<file path="src/rtl/core/c8wd_pkg.sv">
// Shared types, constants and the CRC-8 byte update for the word deframer.
// No dependencies; used by c8wd_word_fsm, crc8_checked_word_deframer, c8wd_checker and the testbench.

package c8wd_pkg;

  localparam int unsigned CfgW     = 5;   // words_per_frame register width
  localparam int unsigned IdxW     = 4;   // word_index field width
  localparam int unsigned ValW     = 16;  // word_value field width
  localparam logic [CfgW-1:0] MaxWords = 5'd16;
  localparam logic [CfgW-1:0] CfgReset = 5'd3;

  localparam logic [7:0] CrcPoly = 8'h31;
  localparam logic [7:0] CrcInit = 8'hFF;
  localparam logic [7:0] CrcTop  = 8'h80;

  localparam logic StatusOk     = 1'b0;
  localparam logic StatusCrcErr = 1'b1;

  typedef struct packed {
    logic [ValW-1:0] value;
    logic [IdxW-1:0] index;
    logic            status;
    logic            last;
  } result_t;

  // One message byte through CRC-8 (poly 0x31, MSB first), unrolled.
  function automatic logic [7:0] crc8_feed(logic [7:0] crc, logic [7:0] b);
    logic [7:0] c;
    c = crc ^ b;
    for (int k = 0; k < 8; k++) begin
      if ((c & CrcTop) != 8'h00) begin
        c = (c << 1) ^ CrcPoly;
      end else begin
        c = c << 1;
      end
    end
    return c;
  endfunction

endpackage

</file>
<file path="src/rtl/core/c8wd_word_fsm.sv">
// Byte-phase sequencer of the deframer: word assembly, CRC check, frame count.
// Depends on c8wd_pkg.

module c8wd_word_fsm (
  input  logic                       clk_i,
  input  logic                       rst_ni,
  input  logic                       step_i,      // consume the staged byte
  input  logic [7:0]                 byte_i,
  input  logic                       start_i,
  input  logic [c8wd_pkg::CfgW-1:0]  words_cfg_i,
  output logic                       res_valid_o, // staged byte yields a result
  output c8wd_pkg::result_t          res_o
);

  typedef enum logic [2:0] {
    PhHigh  = 3'b001,
    PhLow   = 3'b010,
    PhCheck = 3'b100
  } phase_e;

  phase_e                    phase_q, phase_d, phase_eff;
  logic [7:0]                high_q, high_d;
  logic [7:0]                low_q, low_d;
  logic [7:0]                crc_q, crc_d, crc_eff, crc_next;
  logic [c8wd_pkg::CfgW-1:0] done_q, done_d, done_eff, done_inc, n_words;
  logic                      abort_q, abort_d, abort_eff;
  logic                      crc_ok;

  // Clamp word count: zero acts as one, above the maximum acts as the maximum.
  always_comb begin
    if (words_cfg_i == '0) begin
      n_words = c8wd_pkg::CfgW'(1);
    end else if (words_cfg_i > c8wd_pkg::MaxWords) begin
      n_words = c8wd_pkg::MaxWords;
    end else begin
      n_words = words_cfg_i;
    end
  end

  // Frame start resets the word state before the byte is handled.
  assign phase_eff = start_i ? PhHigh : phase_q;
  assign crc_eff   = start_i ? c8wd_pkg::CrcInit : crc_q;
  assign done_eff  = start_i ? '0 : done_q;
  assign abort_eff = start_i ? 1'b0 : abort_q;

  assign crc_next = c8wd_pkg::crc8_feed(crc_eff, byte_i);
  assign crc_ok   = (byte_i == crc_eff);
  assign done_inc = done_eff + c8wd_pkg::CfgW'(1);

  always_comb begin
    phase_d     = phase_eff;
    high_d      = high_q;
    low_d       = low_q;
    crc_d       = crc_eff;
    done_d      = done_eff;
    abort_d     = abort_eff;
    res_valid_o = 1'b0;
    res_o.value  = '0;
    res_o.index  = done_eff[c8wd_pkg::IdxW-1:0];
    res_o.status = c8wd_pkg::StatusOk;
    res_o.last   = 1'b0;
    if (!abort_eff) begin
      case (phase_eff)
        PhHigh: begin
          high_d  = byte_i;
          crc_d   = crc_next;
          phase_d = PhLow;
        end
        PhLow: begin
          low_d   = byte_i;
          crc_d   = crc_next;
          phase_d = PhCheck;
        end
        default: begin
          res_valid_o = 1'b1;
          phase_d     = PhHigh;
          crc_d       = c8wd_pkg::CrcInit;
          if (crc_ok) begin
            res_o.value = {high_q, low_q};
            done_d      = done_inc;
            if (done_inc >= n_words) begin
              res_o.last = 1'b1;
              abort_d    = 1'b1;
            end
          end else begin
            res_o.status = c8wd_pkg::StatusCrcErr;
            res_o.last   = 1'b1;
            abort_d      = 1'b1;
          end
        end
      endcase
    end
  end

  always_ff @(posedge clk_i or negedge rst_ni) begin
    if (!rst_ni) begin
      phase_q <= PhHigh;
      high_q  <= '0;
      low_q   <= '0;
      crc_q   <= c8wd_pkg::CrcInit;
      done_q  <= '0;
      abort_q <= 1'b1;
    end else if (step_i) begin
      phase_q <= phase_d;
      high_q  <= high_d;
      low_q   <= low_d;
      crc_q   <= crc_d;
      done_q  <= done_d;
      abort_q <= abort_d;
    end
  end

endmodule

</file>
<file path="src/rtl/core/crc8_checked_word_deframer.sv">
// Top level of the CRC-8 checked word deframer: input stage, sequencer, result register.
// Depends on c8wd_pkg and c8wd_word_fsm.

// Takes response bytes one request at a time on the slave stream, with tuser
// marking the first byte of a frame, and groups them as MSB, LSB, CRC-8 check
// byte (poly 0x31, init 0xFF per word, no reflection, no final xor). Each good
// word comes out as a request with its 16-bit value and frame index; the
// frame's last word carries tlast. The first bad check byte gives an error
// request (tuser high, value zero, tlast high) and the rest of the frame is
// dropped until the next frame start. Bytes outside a frame are dropped.
// Out of reset the block waits for a frame start. Throughput is one byte per
// clock, unless a check byte must wait for a held result to be taken; a
// result passes through the input register and then the result register,
// with the byte-wide CRC update as a single unrolled step in between.
// words_per_frame (cfg_wdata_i) resets to 3; 0 acts as 1 and values above
// 16 act as 16. Write it only while no frame is in flight.

module crc8_checked_word_deframer (
  input  logic                      clk_i,
  input  logic                      rst_ni,
  // configuration
  input  logic                      cfg_we_i,
  input  logic [c8wd_pkg::CfgW-1:0] cfg_wdata_i,  // words_per_frame
  // byte stream in
  input  logic                      s_axis_tvalid,
  output logic                      s_axis_tready,
  input  logic [7:0]                s_axis_tdata,  // [7:0] rx_byte
  input  logic                      s_axis_tuser,  // [0] frame_start
  // word stream out
  output logic                      m_axis_tvalid,
  input  logic                      m_axis_tready,
  output logic [23:0]               m_axis_tdata,  // [15:0] word_value, [19:16] word_index, rest 0
  output logic                      m_axis_tuser,  // [0] status
  output logic                      m_axis_tlast   // last_of_frame
);

  logic [c8wd_pkg::CfgW-1:0] words_cfg_q;

  // input stage
  logic       in_valid_q;
  logic [7:0] in_byte_q;
  logic       in_start_q;

  // result register
  logic              out_valid_q;
  c8wd_pkg::result_t out_q;

  logic              res_valid;
  c8wd_pkg::result_t res;
  logic              step;

  always_ff @(posedge clk_i or negedge rst_ni) begin
    if (!rst_ni) begin
      words_cfg_q <= c8wd_pkg::CfgReset;
    end else if (cfg_we_i) begin
      words_cfg_q <= cfg_wdata_i;
    end
  end

  // Staged byte moves on unless it makes a result and the result slot is held.
  assign step          = in_valid_q && (!res_valid || !out_valid_q || m_axis_tready);
  assign s_axis_tready = !in_valid_q || step;

  always_ff @(posedge clk_i or negedge rst_ni) begin
    if (!rst_ni) begin
      in_valid_q <= 1'b0;
    end else if (s_axis_tready) begin
      in_valid_q <= s_axis_tvalid;
    end
  end

  always_ff @(posedge clk_i) begin
    if (s_axis_tready && s_axis_tvalid) begin
      in_byte_q  <= s_axis_tdata;
      in_start_q <= s_axis_tuser;
    end
  end

  c8wd_word_fsm u_word_fsm (
    .clk_i       (clk_i),
    .rst_ni      (rst_ni),
    .step_i      (step),
    .byte_i      (in_byte_q),
    .start_i     (in_start_q),
    .words_cfg_i (words_cfg_q),
    .res_valid_o (res_valid),
    .res_o       (res)
  );

  always_ff @(posedge clk_i or negedge rst_ni) begin
    if (!rst_ni) begin
      out_valid_q <= 1'b0;
    end else if (step && res_valid) begin
      out_valid_q <= 1'b1;
    end else if (m_axis_tready) begin
      out_valid_q <= 1'b0;
    end
  end

  always_ff @(posedge clk_i) begin
    if (step && res_valid) begin
      out_q <= res;
    end
  end

  assign m_axis_tvalid = out_valid_q;
  assign m_axis_tdata  = {4'b0000, out_q.index, out_q.value};
  assign m_axis_tuser  = out_q.status;
  assign m_axis_tlast  = out_q.last;

endmodule

</file>
<file path="config.mk">
export PLATFORM = sky130hd
export DESIGN_NAME = crc8_checked_word_deframer
export DESIGN_NICKNAME = d
export VERILOG_FILES = /design/src/rtl/core/c8wd_pkg.sv /design/src/rtl/core/c8wd_word_fsm.sv /design/src/rtl/core/crc8_checked_word_deframer.sv
export SDC_FILE = /design/constraint.sdc
export NUM_CORES = 1
export LEC_CHECK = 0
export BUFFER_PORTS_ARGS = -buffer_cell sky130_fd_sc_hd__buf_2
export CAP_MARGIN = 25
export CORE_UTILIZATION = 50
export CTS_CLUSTER_SIZE = 20
export DETAILED_ROUTE_END_ITERATION = 10
export HOLD_SLACK_MARGIN = 0.12
export PLACE_DENSITY = 0.71
export REMOVE_ABC_BUFFERS = 1
export SYNTH_ARGS = -nofsm -noshare
export SYNTH_HDL_FRONTEND = slang
export SYNTH_SLANG_ARGS = --single-unit
export TNS_END_PERCENT = 10
</file>
<file path="constraint.sdc">
create_clock -name clk_i -period 2.85 [get_ports clk_i]
set_input_delay 0.1425 -clock clk_i [delete_from_list [all_inputs] [get_ports clk_i]]
set_output_delay 0.1425 -clock clk_i [all_outputs]
set_load 0.01 [all_outputs]
</file>
==> impl_metrics.csv <==
group,metric,value,unit
die,num_rows,29,
pwr,ir_drop,0.500,mV
synthesis,synth_top_family_by_area,"simple AND/OR/NAND/NOR gates",
critical_path,crit_chain,"buf_12 -> or3_1 -> a211oi_1 -> o22ai_1 -> nor3_2 -> o21ai_0 -> a22o_1",
routing,vias_per_cell,5.21,
cells_and_area,drive_gt1_share,26.0,%
grt,overflow,0,
sta,fin_crit_sh,89.6,%
pwr,p_per_area,804,mW/mm^2
sta,period_needed,2.55,ns
clock_tree,h-tree-depth,3,
synthesis,synthFlopType,"edfxtp_1",
synthesis,netlist_area,0.00339,mm^2
sta,tightest_slew,0.923,ns
run,maxCapViolCount,0,
synthesis,synth_seq_area_share,57.4,%
routing,drtAntennaViolNets,0,
critical_path,crit_fanout,23,
grt,grt_pass1_wl,10400,um
critical_path,crit_type,"reg2reg",
critical_path,r2r_end,"u_word_fsm.done_q[4]",
critical_path,crit_arrival,2.78,ns
cells_and_area,layout.cells.non_filler,435,
place,dp.cells,401,
clock_tree,clk_pin_slew,0.08,ns
place,gp_congestion,0.816,
synthesis,synth_seq_cells,71,
routing,vias,2267,
die,start_util,52.5,%
critical_path,end_kind,"flop",
sta,fin_ws,0.296,ns
synthesis,synth_mux_area_share,3.99,%
synthesis,synth_edf_count,31,
synthesis,syn_inst,291,
critical_path,endpoint,"u_word_fsm.done_q[4]",
synthesis,synthArstFlopShare,56.3,%
pwr,p_leak,0.00170,uW
sta,rsz0062_at_grt,"false",
place,port_buffers,42,
outcome,status,"complete, but fails checks",
sta,report.final.hold_viol_count,0,
sta,tns,0,ns
routing,wl_per_cell,14.4,um
critical_path,cp.required,3.08,ns
die,core_region_area,0.00646,mm^2
synthesis,synth_warnings,0,
synthesis,yosys.area_share.simple,14.3,%
clock_tree,cts_sinks,71,
synthesis,ys_types,46,
synthesis,synthAdderAreaFrac,2.21,%
die,fp.dieW,84.3,um
hold_path,holdCritPathClass,"in2reg",
cells_and_area,syn_to_final_growth,20.3,%
cells_and_area,final_common_cell,"buf_2",
clock_tree,cts_tree,"built",
sta,drv_slew,0,
critical_path,cp-start-kind,"flop",
clock_tree,cts_root_buf,"clkbuf_8",
cells_and_area,nets,378,
cells_and_area,seqCellArea,0.00195,mm^2
cells_and_area,mostFrequentLayoutCells,"buf_2 (42), edfxtp_1 (31), dfrtp_1 (28), xnor2_1 (24)",
synthesis,synth-compound-area-share,10.0,%
synthesis,synth.avg_cell_area,11.6,um^2
sta,finalSetupViolCount,0,
sta,max_clock_freq,0.392,GHz
routing,drtIter0Drc,97,
place,dpl.hpwl,4290,um
grt,grt_pass1_vias,2100,
routing,wl,6270,um
critical_path,max_stage_delay,0.55,ns
clock_tree,cts_buffers,9,
die,io_pins,47,
clock_tree,worst_skew_pair.late_latency,0.34,ns
cells_and_area,final_core_util,63.2,%
die,die_h,84.3,um
die,dieArea,0.00711,mm^2
synthesis,synth-xor-area-share,8.01,%
outcome,violations,"design-rule violations",
critical_path,crit_start,"in_start_q",
sta,slew-limit-headroom,38.5,%
routing,drc_errors,12,
critical_path,cp_slowest_cell,"edfxtp_1",
grt,antenna_found_initial,0,
sta,skew,0.00944,ns
cells_and_area,nFillCells,529,
routing,dr.pass1.iters,7,
cells_and_area,antenna_cells,0,
grt,grt_use_total,19.0,%
critical_path,rr_worst_depth,7,
cells_and_area,multi_input_comb_area,0.00133,mm^2
clock_tree,clk_path_buf_depth,2,
grt,grt_max_degree,41,
critical_path,r2r-start,"in_start_q",
critical_path,r2r_setup_slack,0.30,ns
place,dp_worst_setup_slack,0.247,ns
stage by stage:
step / cell area, um^2 / total power (uW) / hold WS, ns
2_1_floorplan: 3300 / 2130 / -0.153
3_3_place_gp: 3650 / 2320 / 0.311
3_5_place_dp: 3680 / 2380 / 0.321
4_1_cts: 4080 / 3290 / 0.128
5_1_grt: 4080 / 3460 / 0.145
6_report: 4080 / 3280 / 0.144
power by group:
group	internal, uW	switching, uW
Sequential	1350	172
Combinational	416	447
Clock	494	395
how the worst min path moves through the flow:
stage | startpoint | to | slack, ns | depth (start not counted)
floorplan | rst_ni | in_valid_q | -0.15 | 0
global placement | rst_ni | words_cfg_q[4] | 0.31 | 1
detailed placement | rst_ni | u_word_fsm.done_q[0] | 0.32 | 1
CTS | cfg_we_i | words_cfg_q[2] | 0.13 | 2
global route | cfg_we_i | words_cfg_q[2] | 0.14 | 2
finish | cfg_we_i | words_cfg_q[2] | 0.14 | 2
critical path, delay by kind of cell (launching register included):
family | cells | cell delay (ns)
compound gates | 4 | 0.93
buf+inv | 1 | 0.23
simple gates | 2 | 0.74
flops | 1 | 0.55
Yosys cell counts, types with 2 or more instances:
library cell  instances  area share [%]
a211oi_1              3            0.66
a21o_1                4            0.89
a21oi_1              14             2.1
a22o_1                3            0.78
and2_1               20             3.7
and3_1                3            0.55
buf_1                 2            0.22
buf_2                 4            0.59
buf_4                 6             1.3
clkbuf_1              2            0.22
clkbuf_2              2            0.30
dfrtp_1              28              21
dfstp_2              12             9.3
edfxtp_1             31              27
ha_1                  6             2.2
inv_1                 8            0.89
mux2_2               12             4.0
nand2_1              18             2.0
nand2b_1              5            0.92
nand3_1               3            0.44
nor2_1               21             2.3
nor2b_1               7             1.3
nor3_1                2            0.30
nor4_1                2            0.37
o21ai_0              19             2.8
o22ai_1               2            0.37
or3_1                 4            0.74
xnor2_1              24             6.2
xor2_1                7             1.8
timing repair:
| action | CTS | global route |
|---|---|---|
| gates resized for setup | 0 | 0 |
| hold buffers | 18 | 0 |
| endpoints found under the hold margin | 43 | 0 |
| setup buffers | 0 | 0 |
cell families after synthesis:
kind of cell               Yosys count
AOI/OAI and AO/OA                   54
xor gates and xnor gates            31
adders and majority gates            6
buffers and inverters               25
DFF                                 71
muxes                               12
other                                1
and+or+nand+nor                     91
sequential cells by signal, summed over array words and instances (netlist names), 3 cells and up:
name,flops
in_byte_q,8
m_axis_tdata,20
u_word_fsm.crc_q,8
u_word_fsm.done_q,5
u_word_fsm.high_q,8
u_word_fsm.low_q,8
u_word_fsm.phase_q,3
words_cfg_q,5
per-layer routing:
metal / wire length (um) / vias up / global-route usage, %
met3: 245 / 13 / 3.93
met5: 0 / - / 0
met2: 2920 / 57 / 30.4
met1: 3000 / 1068 / 26.0
li1: - / 1129 / -
met4: 102 / 0 / 6.47
area by class of cell:
class,instances,area share (%)
flip-flops and latches,71,47.7
clock buffers,9,3.04
inverters,8,0.736
repair buffers,65,11.3
multi-input cells,198,32.5
well taps,77,2.36
clock inverters,7,2.36
Power figures use the tool's default switching activity.
